<file path="src/rtl/i2cbe_pkg.sv">
// i2cbe_pkg: shared types, codes and the per-tick step function of the i2c bit engine
// no dependencies; used by i2cbe_core and i2c_master_bit_engine_top
package i2cbe_pkg;

  localparam int CFG_W       = 16;
  localparam int CFG_IDX_W   = 1;
  localparam int STEP_PASSES = 6;

  localparam logic [CFG_W-1:0] HALF_RST = 16'd50;
  localparam logic [CFG_W-1:0] TMO_RST  = 16'd100;

  localparam logic [CFG_IDX_W-1:0] REG_HALF = 1'b0;
  localparam logic [CFG_IDX_W-1:0] REG_TMO  = 1'b1;

  // commands
  localparam logic [2:0] ACT_NONE    = 3'd0;
  localparam logic [2:0] ACT_START   = 3'd1;
  localparam logic [2:0] ACT_STOP    = 3'd2;
  localparam logic [2:0] ACT_WRITE   = 3'd3;
  localparam logic [2:0] ACT_READ    = 3'd4;
  localparam logic [2:0] ACT_RECOVER = 3'd5;

  // completion status
  localparam logic [2:0] ST_OK      = 3'd0;
  localparam logic [2:0] ST_TIMEOUT = 3'd1;
  localparam logic [2:0] ST_BUSY    = 3'd2;
  localparam logic [2:0] ST_STUCK   = 3'd3;
  localparam logic [2:0] ST_REFUSED = 3'd4;

  // sequencer phases
  localparam logic [4:0] PH_IDLE  = 5'd0;
  localparam logic [4:0] PH_HALF  = 5'd1;
  localparam logic [4:0] PH_RAISE = 5'd2;
  localparam logic [4:0] PH_S1    = 5'd3;
  localparam logic [4:0] PH_S2    = 5'd4;
  localparam logic [4:0] PH_W0    = 5'd5;
  localparam logic [4:0] PH_W1    = 5'd6;
  localparam logic [4:0] PH_W2    = 5'd7;
  localparam logic [4:0] PH_W3    = 5'd8;
  localparam logic [4:0] PH_W4    = 5'd9;
  localparam logic [4:0] PH_W5    = 5'd10;
  localparam logic [4:0] PH_R0    = 5'd11;
  localparam logic [4:0] PH_R1    = 5'd12;
  localparam logic [4:0] PH_R2    = 5'd13;
  localparam logic [4:0] PH_R3    = 5'd14;
  localparam logic [4:0] PH_R4    = 5'd15;
  localparam logic [4:0] PH_P0    = 5'd16;
  localparam logic [4:0] PH_P1    = 5'd17;
  localparam logic [4:0] PH_P2    = 5'd18;
  localparam logic [4:0] PH_P3    = 5'd19;
  localparam logic [4:0] PH_V0    = 5'd20;
  localparam logic [4:0] PH_V1    = 5'd21;
  localparam logic [4:0] PH_FIN   = 5'd22;

  localparam logic [3:0] BITS_PER_BYTE = 4'd8;
  localparam logic [3:0] MAX_PULSES    = 4'd9;

  typedef struct packed {
    logic [4:0]       phase;
    logic [4:0]       ret_phase;
    logic [3:0]       bit_count;
    logic [7:0]       shift_byte;
    logic [CFG_W-1:0] wait_count;
    logic [CFG_W-1:0] stretch_count;
    logic [3:0]       pulse_count;
    logic             drv_scl;
    logic             drv_sda;
    logic [2:0]       pending_fail;
    logic [2:0]       cmd;
    logic             ack_choice;
    logic             ack_bit;
  } eng_st_t;

  localparam eng_st_t ENG_RST = '{
    phase:         PH_IDLE,
    ret_phase:     PH_IDLE,
    bit_count:     4'd0,
    shift_byte:    8'd0,
    wait_count:    16'd0,
    stretch_count: 16'd0,
    pulse_count:   4'd0,
    drv_scl:       1'b1,
    drv_sda:       1'b1,
    pending_fail:  ST_OK,
    cmd:           ACT_NONE,
    ack_choice:    1'b0,
    ack_bit:       1'b0
  };

  typedef struct packed {
    eng_st_t    st;
    logic       again;
    logic       done;
    logic [2:0] status;
  } work_t;

  typedef struct packed {
    logic       scl_release;
    logic       sda_release;
    logic       busy_res;
    logic       done_res;
    logic [2:0] status;
    logic [7:0] read_data;
    logic       ack_received;
  } res_t;

  function automatic work_t go_half(work_t w, logic [4:0] nxt, logic [CFG_W-1:0] half);
    work_t r;
    r = w;
    r.st.wait_count = half;
    r.st.ret_phase  = nxt;
    r.st.phase      = PH_HALF;
    return r;
  endfunction

  function automatic work_t go_raise(work_t w, logic [4:0] nxt);
    work_t r;
    r = w;
    r.st.drv_scl       = 1'b1;
    r.st.stretch_count = '0;
    r.st.ret_phase     = nxt;
    r.st.phase         = PH_RAISE;
    return r;
  endfunction

  function automatic work_t finish(work_t w, logic [2:0] st);
    work_t r;
    r = w;
    r.done     = 1'b1;
    r.status   = st;
    r.st.phase = PH_IDLE;
    return r;
  endfunction

  // one pass of the sequencer; a no-op unless again is set
  function automatic work_t tick_step(work_t w, logic scl, logic sda,
                                      logic [CFG_W-1:0] half, logic [CFG_W-1:0] lim);
    work_t            r;
    logic [CFG_W-1:0] cnt;
    logic [3:0]       bc;
    r   = w;
    cnt = w.st.stretch_count + 16'd1;
    bc  = w.st.bit_count + 4'd1;
    if (w.again) begin
      r.again = 1'b0;
      unique case (w.st.phase)
        PH_HALF: begin
          if (w.st.wait_count > 16'd1) begin
            r.st.wait_count = w.st.wait_count - 16'd1;
          end else begin
            r.st.phase = w.st.ret_phase;
            r.again    = 1'b1;
          end
        end
        PH_RAISE: begin
          if (scl) begin
            r = go_half(r, w.st.ret_phase, half);
          end else begin
            r.st.stretch_count = cnt;
            if (cnt >= lim) begin
              if (w.st.ret_phase == PH_P2 || w.st.ret_phase == PH_R4) begin
                r.st.pending_fail = ST_TIMEOUT;
                r.st.phase        = w.st.ret_phase;
                r.again           = 1'b1;
              end else begin
                r = finish(r, ST_TIMEOUT);
              end
            end
          end
        end
        PH_S1: begin
          if (!sda) begin
            r = finish(r, ST_BUSY);
          end else begin
            r.st.drv_sda = 1'b0;
            r = go_half(r, PH_S2, half);
          end
        end
        PH_S2: begin
          r.st.drv_scl = 1'b0;
          r = go_half(r, PH_FIN, half);
        end
        PH_W0: begin
          r.st.drv_sda = w.st.shift_byte[7];
          r = go_half(r, PH_W1, half);
        end
        PH_W1: r = go_raise(r, PH_W2);
        PH_W2: begin
          r.st.drv_scl    = 1'b0;
          r.st.shift_byte = {w.st.shift_byte[6:0], 1'b0};
          r.st.bit_count  = bc;
          r = go_half(r, (bc >= BITS_PER_BYTE) ? PH_W3 : PH_W0, half);
        end
        PH_W3: begin
          r.st.drv_sda = 1'b1;
          r = go_half(r, PH_W4, half);
        end
        PH_W4: r = go_raise(r, PH_W5);
        PH_W5: begin
          r.st.ack_bit = !sda;
          r.st.drv_scl = 1'b0;
          r = go_half(r, PH_FIN, half);
        end
        PH_R0: r = go_raise(r, PH_R1);
        PH_R1: begin
          r.st.shift_byte = {w.st.shift_byte[6:0], sda};
          r.st.drv_scl    = 1'b0;
          r.st.bit_count  = bc;
          r = go_half(r, (bc >= BITS_PER_BYTE) ? PH_R2 : PH_R0, half);
        end
        PH_R2: begin
          r.st.drv_sda = !w.st.ack_choice;
          r = go_half(r, PH_R3, half);
        end
        PH_R3: r = go_raise(r, PH_R4);
        PH_R4: begin
          r.st.drv_scl = 1'b0;
          r.st.drv_sda = 1'b1;
          r = go_half(r, PH_FIN, half);
        end
        PH_P0: begin
          r.st.drv_scl = 1'b0;
          r.st.drv_sda = 1'b0;
          r = go_half(r, PH_P1, half);
        end
        PH_P1: r = go_raise(r, PH_P2);
        PH_P2: begin
          r.st.drv_sda = 1'b1;
          r = go_half(r, PH_P3, half);
        end
        PH_P3: begin
          if (w.st.pending_fail != ST_OK) begin
            r = finish(r, w.st.pending_fail);
          end else if (!scl || !sda) begin
            r = finish(r, ST_STUCK);
          end else begin
            r = finish(r, ST_OK);
          end
        end
        PH_V0: begin
          if (sda || w.st.pulse_count >= MAX_PULSES) begin
            r.st.phase = PH_P0;
            r.again    = 1'b1;
          end else begin
            r.st.drv_scl = 1'b0;
            r = go_half(r, PH_V1, half);
          end
        end
        PH_V1: begin
          r.st.pulse_count = w.st.pulse_count + 4'd1;
          r = go_raise(r, PH_V0);
        end
        PH_FIN: r = finish(r, w.st.pending_fail);
        default: r.st.phase = PH_IDLE;
      endcase
    end
    return r;
  endfunction

endpackage

</file>
<file path="src/rtl/i2cbe_core.sv">
// i2cbe_core: sequencer state registers and the per-tick next-state logic
// depends on i2cbe_pkg (types, codes, tick_step)
module i2cbe_core (
  input  logic                       clk,
  input  logic                       rst_n,
  input  logic                       accept,
  input  logic [2:0]                 action,
  input  logic [7:0]                 write_data,
  input  logic                       ack_reply,
  input  logic                       scl_level,
  input  logic                       sda_level,
  input  logic [i2cbe_pkg::CFG_W-1:0] half_period_ticks,
  input  logic [i2cbe_pkg::CFG_W-1:0] stretch_timeout_ticks,
  output i2cbe_pkg::res_t            res
);
  import i2cbe_pkg::*;

  eng_st_t          eng_r;
  eng_st_t          eng_nxt;
  work_t            w;
  logic [CFG_W-1:0] half_ld;
  logic [CFG_W-1:0] lim;

  assign half_ld = (half_period_ticks != '0) ? half_period_ticks : 16'd1;
  assign lim     = (stretch_timeout_ticks != '0) ? stretch_timeout_ticks : 16'd1;

  always_comb begin
    w        = '0;
    w.st     = eng_r;
    if (eng_r.phase == PH_IDLE && action != ACT_NONE) begin
      w.st.cmd          = action;
      w.st.pending_fail = ST_OK;
      unique case (action)
        ACT_START: begin
          w.st.drv_sda = 1'b1;
          w = go_raise(w, PH_S1);
        end
        ACT_STOP: begin
          w.st.phase = PH_P0;
          w.again    = 1'b1;
        end
        ACT_WRITE: begin
          w.st.shift_byte = write_data;
          w.st.bit_count  = '0;
          w.st.ack_bit    = 1'b0;
          w.st.phase      = PH_W0;
          w.again         = 1'b1;
        end
        ACT_READ: begin
          w.st.ack_choice = ack_reply;
          w.st.drv_sda    = 1'b1;
          w.st.shift_byte = '0;
          w.st.bit_count  = '0;
          w.st.phase      = PH_R0;
          w.again         = 1'b1;
        end
        ACT_RECOVER: begin
          w.st.drv_scl     = 1'b1;
          w.st.drv_sda     = 1'b1;
          w.st.pulse_count = '0;
          w.st.phase       = PH_V0;
        end
        default: w = finish(w, ST_REFUSED);
      endcase
    end else if (eng_r.phase != PH_IDLE) begin
      w.again = 1'b1;
    end
    for (int i = 0; i < STEP_PASSES; i++) begin
      w = tick_step(w, scl_level, sda_level, half_ld, lim);
    end
  end

  assign eng_nxt = w.st;

  always_comb begin
    res.scl_release  = w.st.drv_scl;
    res.sda_release  = w.st.drv_sda;
    res.busy_res     = (w.st.phase != PH_IDLE);
    res.done_res     = w.done;
    res.status       = w.done ? w.status : ST_OK;
    res.read_data    = (w.done && w.st.cmd == ACT_READ && w.status == ST_OK) ?
                       w.st.shift_byte : 8'd0;
    res.ack_received = w.done && w.st.cmd == ACT_WRITE && w.status == ST_OK &&
                       w.st.ack_bit;
  end

  always_ff @(posedge clk) begin
    if (!rst_n) begin
      eng_r <= ENG_RST;
    end else if (accept) begin
      eng_r <= eng_nxt;
    end
  end

endmodule

</file>
<file path="src/rtl/i2c_master_bit_engine_top.sv">
// i2c master bit engine: one result beat per input tick, registered on accept
// one tick per cycle unless in_stall; each whole tick is combinational in i2cbe_core
// a two-entry output buffer keeps in_stall low unless both entries hold unread beats
// rst_n is synchronous, active low: sequencer idle with both lines released,
// half period 50 and stretch timeout 100 ticks, output buffer empty
// depends on i2cbe_pkg and i2cbe_core
module i2c_master_bit_engine_top (
  input  logic                           clk,
  input  logic                           rst_n,
  input  logic                           in_valid,
  output logic                           in_stall,
  input  logic [2:0]                     in_action,
  input  logic [7:0]                     in_write_data,
  input  logic                           in_ack_reply,
  input  logic                           in_scl_level,
  input  logic                           in_sda_level,
  output logic                           out_valid,
  input  logic                           out_stall,
  output logic                           out_scl_release,
  output logic                           out_sda_release,
  output logic                           out_busy_res,
  output logic                           out_done_res,
  output logic [2:0]                     out_status,
  output logic [7:0]                     out_read_data,
  output logic                           out_ack_received,
  input  logic                           cfg_valid,
  output logic                           cfg_ready,
  input  logic [i2cbe_pkg::CFG_IDX_W-1:0] cfg_index,
  input  logic [i2cbe_pkg::CFG_W-1:0]     cfg_data
);
  import i2cbe_pkg::*;

  logic [CFG_W-1:0] half_r;
  logic [CFG_W-1:0] tmo_r;
  logic             in_acc;
  logic             out_fire;
  res_t             res;
  res_t             out_r;
  res_t             skid_r;
  logic             ov_r;
  logic             sv_r;

  assign cfg_ready = 1'b1;
  assign in_stall  = sv_r;
  assign in_acc    = in_valid && !sv_r;
  assign out_fire  = ov_r && !out_stall;

  always_ff @(posedge clk) begin
    if (!rst_n) begin
      half_r <= HALF_RST;
      tmo_r  <= TMO_RST;
    end else if (cfg_valid && cfg_ready) begin
      unique case (cfg_index)
        REG_HALF: half_r <= cfg_data;
        REG_TMO:  tmo_r  <= cfg_data;
        default: ;
      endcase
    end
  end

  i2cbe_core u_core (
    .clk                   (clk),
    .rst_n                 (rst_n),
    .accept                (in_acc),
    .action                (in_action),
    .write_data            (in_write_data),
    .ack_reply             (in_ack_reply),
    .scl_level             (in_scl_level),
    .sda_level             (in_sda_level),
    .half_period_ticks     (half_r),
    .stretch_timeout_ticks (tmo_r),
    .res                   (res)
  );

  // output register plus skid entry
  always_ff @(posedge clk) begin
    if (!rst_n) begin
      ov_r <= 1'b0;
      sv_r <= 1'b0;
    end else if (!ov_r || out_fire) begin
      if (sv_r) begin
        out_r <= skid_r;
        ov_r  <= 1'b1;
        sv_r  <= 1'b0;
      end else if (in_acc) begin
        out_r <= res;
        ov_r  <= 1'b1;
      end else begin
        ov_r <= 1'b0;
      end
    end else if (in_acc) begin
      skid_r <= res;
      sv_r   <= 1'b1;
    end
  end

  assign out_valid        = ov_r;
  assign out_scl_release  = out_r.scl_release;
  assign out_sda_release  = out_r.sda_release;
  assign out_busy_res     = out_r.busy_res;
  assign out_done_res     = out_r.done_res;
  assign out_status       = out_r.status;
  assign out_read_data    = out_r.read_data;
  assign out_ack_received = out_r.ack_received;

`ifndef SYNTH
  a_skid_needs_out: assert property (@(posedge clk) disable iff (!rst_n)
    sv_r |-> ov_r) else $error("skid entry holds a beat while output is empty");

  a_reset_empty: assert property (@(posedge clk)
    !rst_n |=> !out_valid && !in_stall) else $error("output buffer not empty after reset");

  a_done_not_busy: assert property (@(posedge clk) disable iff (!rst_n)
    out_valid && out_done_res |-> !out_busy_res)
    else $error("finished beat still reports busy");

  a_status_only_done: assert property (@(posedge clk) disable iff (!rst_n)
    out_valid && !out_done_res |-> out_status == ST_OK && out_read_data == 8'd0 &&
    !out_ack_received) else $error("completion fields set without done");

  a_skid_drains: assert property (@(posedge clk) disable iff (!rst_n)
    sv_r && !out_stall |=> !sv_r && ov_r) else $error("skid entry did not move forward");
`endif

endmodule

</file>
<file path="config.mk">
export PLATFORM = sky130hd
export DESIGN_NAME = i2c_master_bit_engine_top
export DESIGN_NICKNAME = d
export VERILOG_FILES = /design/src/rtl/i2cbe_pkg.sv /design/src/rtl/i2cbe_core.sv /design/src/rtl/i2c_master_bit_engine_top.sv
export SDC_FILE = /design/constraint.sdc
export NUM_CORES = 1
export LEC_CHECK = 0
export BUFFER_PORTS_ARGS = -buffer_cell sky130_fd_sc_hd__buf_2
export CAP_MARGIN = 20
export CORE_ASPECT_RATIO = 2
export CORE_UTILIZATION = 50
export DETAILED_ROUTE_END_ITERATION = 8
export PLACE_DENSITY = 0.68
export RECOVER_POWER = 25
export SYNTH_ARGS = -nofsm -noshare
export SYNTH_HDL_FRONTEND = slang
export SYNTH_SLANG_ARGS = --single-unit
</file>
<file path="constraint.sdc">
create_clock -name clk -period 26.9 [get_ports clk]
set_input_delay 1.345 -clock clk [delete_from_list [all_inputs] [get_ports clk]]
set_output_delay 1.345 -clock clk [all_outputs]
set_load 0.03 [all_outputs]
</file>
==> Implementation_results.wiki <==
{| class="wikitable"
! Metric !! Value
|-
| Gr ovfl total || 0
|-
| Cell with the biggest individual delay on the critical path || sky130_fd_sc_hd__nor4b_1
|-
| Clock Skew || 0.0272 ns
|-
| Global-route total usage across every layer || 45.5%
|-
| Antenna violations before repair || 1
|-
| Maximum net fanout on the critical path || 23
|-
| Max-cap check violation count || 2
|-
| Violated checks || capacitance limit, slew limit
|-
| CTS tree || yes
|-
| Worst Setup Path Type || primary input to flip-flop
|-
| Number of buffers on the longest clock path || 2
|-
| Internal || between 0.0005 and 0.0006 W
|-
| Predominant post-synthesis flop cell || sky130_fd_sc_hd__dfxtp_1
|-
| Critical path capture point type || flip-flop
|-
| Gate count after technology mapping || about 2000
|-
| Final sum of negative setup slack || 0 ns
|-
| Setup-failing EPs final || 0
|-
| Deepest level of the CTS H-tree || 4
|-
| Maximum VDD drop || 48.9 µV
|-
| Count of final max-slew check failures || 106
|-
| Routed via count divided by cell count || 7.08
|-
| First-pass GRT wire length || 99900 µm
|-
| Number of optimization iterations in the first detailed-route pass || 7
|-
| Synth top cells by count || 249 x sky130_fd_sc_hd__nand2_1, 198 x sky130_fd_sc_hd__nor2_1, 155 x sky130_fd_sc_hd__a21oi_1
|-
| Least setup slack across all paths after layout || 12.30 ns
|-
| Share of layout cells above drive strength 1 || a little under a tenth
|-
| Worst EP arrival || between 10 and 15 ns
|-
| Worst-case headroom to the max-slew limit || -191%
|-
| Die boundary height || 244 µm
|-
| Mapped cell area || 14700 µm²
|-
| Final Hold Violating Endpoints || 0
|-
| PostCTS Resize Cnt || 0
|-
| Part of the power in registers || 25.0%
|-
| Period utilisation layout || 54.3%
|-
| Area used by multi-input combinational logic || around 11000 µm²
|-
| Crit path required time || 27.06 ns
|-
| Final routed DRC violation total || 0
|-
| Cell taking the most area after synthesis || sky130_fd_sc_hd__dfxtp_1
|-
| Leakage power || between 6 and 7 nW
|-
| IO Pins || 55
|-
| Standard-cell row count || 88
|-
| Most instantiated library cell after synthesis || sky130_fd_sc_hd__nand2_1
|-
| Via count || between 15000 and 20000
|-
| Yosys synthesis warning count || 0
|-
| 1st-iter DRT viols || 1725
|-
| Most numerous cell on the critical path || sky130_fd_sc_hd__ha_1
|-
| Area delta synth->final || 7.30%
|-
| Number of nets at the end of the flow || 2131
|-
| Post-synth top area share || 13.9%
|-
| Startpoint types || primary input
|-
| Share of total power in combinational logic || between 40% and 50%
|-
| Relative contribution of the clock network to total power || approximately 28%
|-
| Share of total power consumed by net switching || 47.3%
|-
| EDFF count, synth || 32
|-
| Post-synth net total || 2160
|-
| Post-CTS setup buffer count || 0
|-
| Routed wirelength normalized by instance count || 28.1 µm
|-
| Min Tclk post-route || 14.60 ns
|-
| Pre-CTS setup slack || 12.36 ns
|-
| Storage element area || 3000 µm²
|-
| Final weighted congestion of routability-driven global placement || about 1.1
|-
| Number of global-route vias before repair || 16500
|-
| Worst slew pin tran || ~4.4 ns
|-
| FILL cells || 2885
|-
| Maximum number of pins on one net before global-route repair || 81
|-
| Clock transition time at the flip-flop clock pins of the worst setup and hold paths || 0.07 ns
|-
| Path type of the worst min-delay path || flip-flop to flip-flop
|-
| CTS Root Buffer Type || sky130_fd_sc_hd__clkbuf_16
|-
| Post-Route Hold Slack || 0.459 ns
|-
| Result of the run || finished, violations left
|-
| Die area || 30000 µm²
|-
| Unrepaired setup endpoints after global routing || no
|-
| Clk Latency, worst-skew pair || 0.49 ns
|-
| Port Buffer Count || 53
|-
| Leading cell types by total area after synthesis || sky130_fd_sc_hd__dfxtp_1 14%, sky130_fd_sc_hd__ha_1 7.7%, sky130_fd_sc_hd__edfxtp_1 6.6%, sky130_fd_sc_hd__nand2_1 6.4%, sky130_fd_sc_hd__a21oi_1 5.3%
|-
| Number of unique standard cell types used by synthesis || 104
|-
| Total wire length || 66800 µm
|-
| Mean Syn Cell Area || a little over 7 µm²
|-
| Count of state elements after synthesis || 134
|-
| HPWL reported at the end of detailed placement || roughly 50000 µm
|-
| Antenna cells || 0
|-
| TritonCTS Buffers || 17
|-
| Largest incremental delay on the critical path || 0.89 ns
|-
| Power density relative to cell area || 60.9 nW/µm²
|-
| Antenna viol nets, final || 0
|-
| FMAX || roughly 70 MHz
|-
| Width of the die || 123 µm
|-
| Proportion of register bits with asynchronous set or reset after synthesis || 0%
|-
| Initial core utilization || 50.8%
|-
| Proportion of synthesized chip area in sequential cells || between 20% and 30%
|-
| Clock Sink Count || 134
|-
| Area of the core region || 28800 µm²
|-
| Sw power || approximately 0.00045 W
|-
| Number of buffers inserted by hold repair at cts || 0
|}
## cell families after synthesis
logic type	after synthesis	share of synthesized area (%)
and+or+nand+nor	811	27.3
AOI/OAI and AO/OA	670	30.9
buffers and inverters	203	5.62
DFF	134	20.5
adders and majority gates	90	7.68
xor gates and xnor gates	81	4.84
muxes	44	3.13
other	1	0.0256
## cells in the final DEF, fill, tap and decap left out, types with 22 or more instances in the layout
cell type	n
sky130_fd_sc_hd__buf_4	38
sky130_fd_sc_hd__a22o_1	23
sky130_fd_sc_hd__ha_1	90
sky130_fd_sc_hd__nor4_1	35
sky130_fd_sc_hd__xnor2_1	43
sky130_fd_sc_hd__nor3_1	55
sky130_fd_sc_hd__o31ai_1	27
sky130_fd_sc_hd__edfxtp_1	32
sky130_fd_sc_hd__mux2i_1	29
sky130_fd_sc_hd__inv_1	56
sky130_fd_sc_hd__o211ai_1	31
sky130_fd_sc_hd__a211oi_1	43
sky130_fd_sc_hd__nand3_1	61
sky130_fd_sc_hd__a21o_1	35
sky130_fd_sc_hd__dfxtp_1	102
sky130_fd_sc_hd__o21ai_0	122
sky130_fd_sc_hd__a21oi_1	155
sky130_fd_sc_hd__a31oi_1	36
sky130_fd_sc_hd__nand2b_1	22
sky130_fd_sc_hd__nand2_1	249
sky130_fd_sc_hd__o22ai_1	24
sky130_fd_sc_hd__nand4_1	25
sky130_fd_sc_hd__xor2_1	38
sky130_fd_sc_hd__buf_2	45
sky130_fd_sc_hd__nor2_1	198
## worst paths after layout
path | from | endpoint | slack (ns) | cells past startpoint
setup / recovery | in_action[1] | u_core.eng_r[31] | 12.30 | 50
hold / removal | tmo_r[0] | tmo_r[0] | 0.46 | 2
setup reg to reg | u_core.eng_r[67] | u_core.eng_r[31] | 12.85 | 50
hold reg to reg | tmo_r[0] | tmo_r[0] | 0.46 | 2
## power by group through the flow
| stage | Combinational [W] | Sequential (W) | Clock (W) |
|---|---|---|---|
| after detailed placement | 0.000426 | 0.000242 | 0 |
| after CTS | 0.000428 | 0.000237 | 0.000265 |
| after floorplan | 0.000294 | 0.000233 | 0 |
| final | 0.000453 | 0.000240 | 0.000265 |
| after global routing | 0.000482 | 0.000241 | 0.000273 |
| after global placement | 0.000424 | 0.000241 | 0 |
## stage by stage
stage	cell area (µm²)	power (W)	std cells	utilization [%]
after floorplan	14700	0.000528	2034	-
after global routing	15700	0.000996	2378	54.5
final	15700	0.000957	2378	54.5
after global placement	15100	0.000666	2343	52.3
after detailed placement	15100	0.000667	2343	52.3
after CTS	15700	0.000930	2375	54.5
## critical path: cells and delay by family
family / cells / cell delay [ns]
adder cells (fa/ha/maj): 6 / 1.20
buffers and inverters: 5 / 0.53
multiplexers: 2 / 0.48
AND/OR/NAND/NOR: 22 / 7.19
AO/OA/AOI/OAI: 14 / 3.84
XOR/XNOR: 1 / 0.16
## state kept, by name, summed over array words and instances, names as in the netlist, 3 cells and up
| register | cells |
|---|---|
| u_core.eng_r | 68 |
| out_read_data | 8 |
| tmo_r | 16 |
| out_status | 3 |
| skid_r | 16 |
| half_r | 16 |
## routing by layer
layer | global-route usage (%) | wire, µm | vias to the layer above
met3 | 15.7 | 5710 | 471
li1 | - | - | 7535
met2 | 73.4 | 31400 | 1000
met1 | 43.5 | 21500 | 7835
met5 | 1.22 | 52 | -
met4 | 44.5 | 8060 | 4
## final cells by class
type | count | share of cell area, %
Timing Repair Buffer | 96 | 3.60
Tap cell | 360 | 2.86
Sequential cell | 134 | 19.1
Inverter | 59 | 1.41
Multi-Input combinational cell | 1697 | 69.0
Clock inverter | 15 | 1.30
Clock buffer | 17 | 2.70
Power figures use the tool's default switching activity.
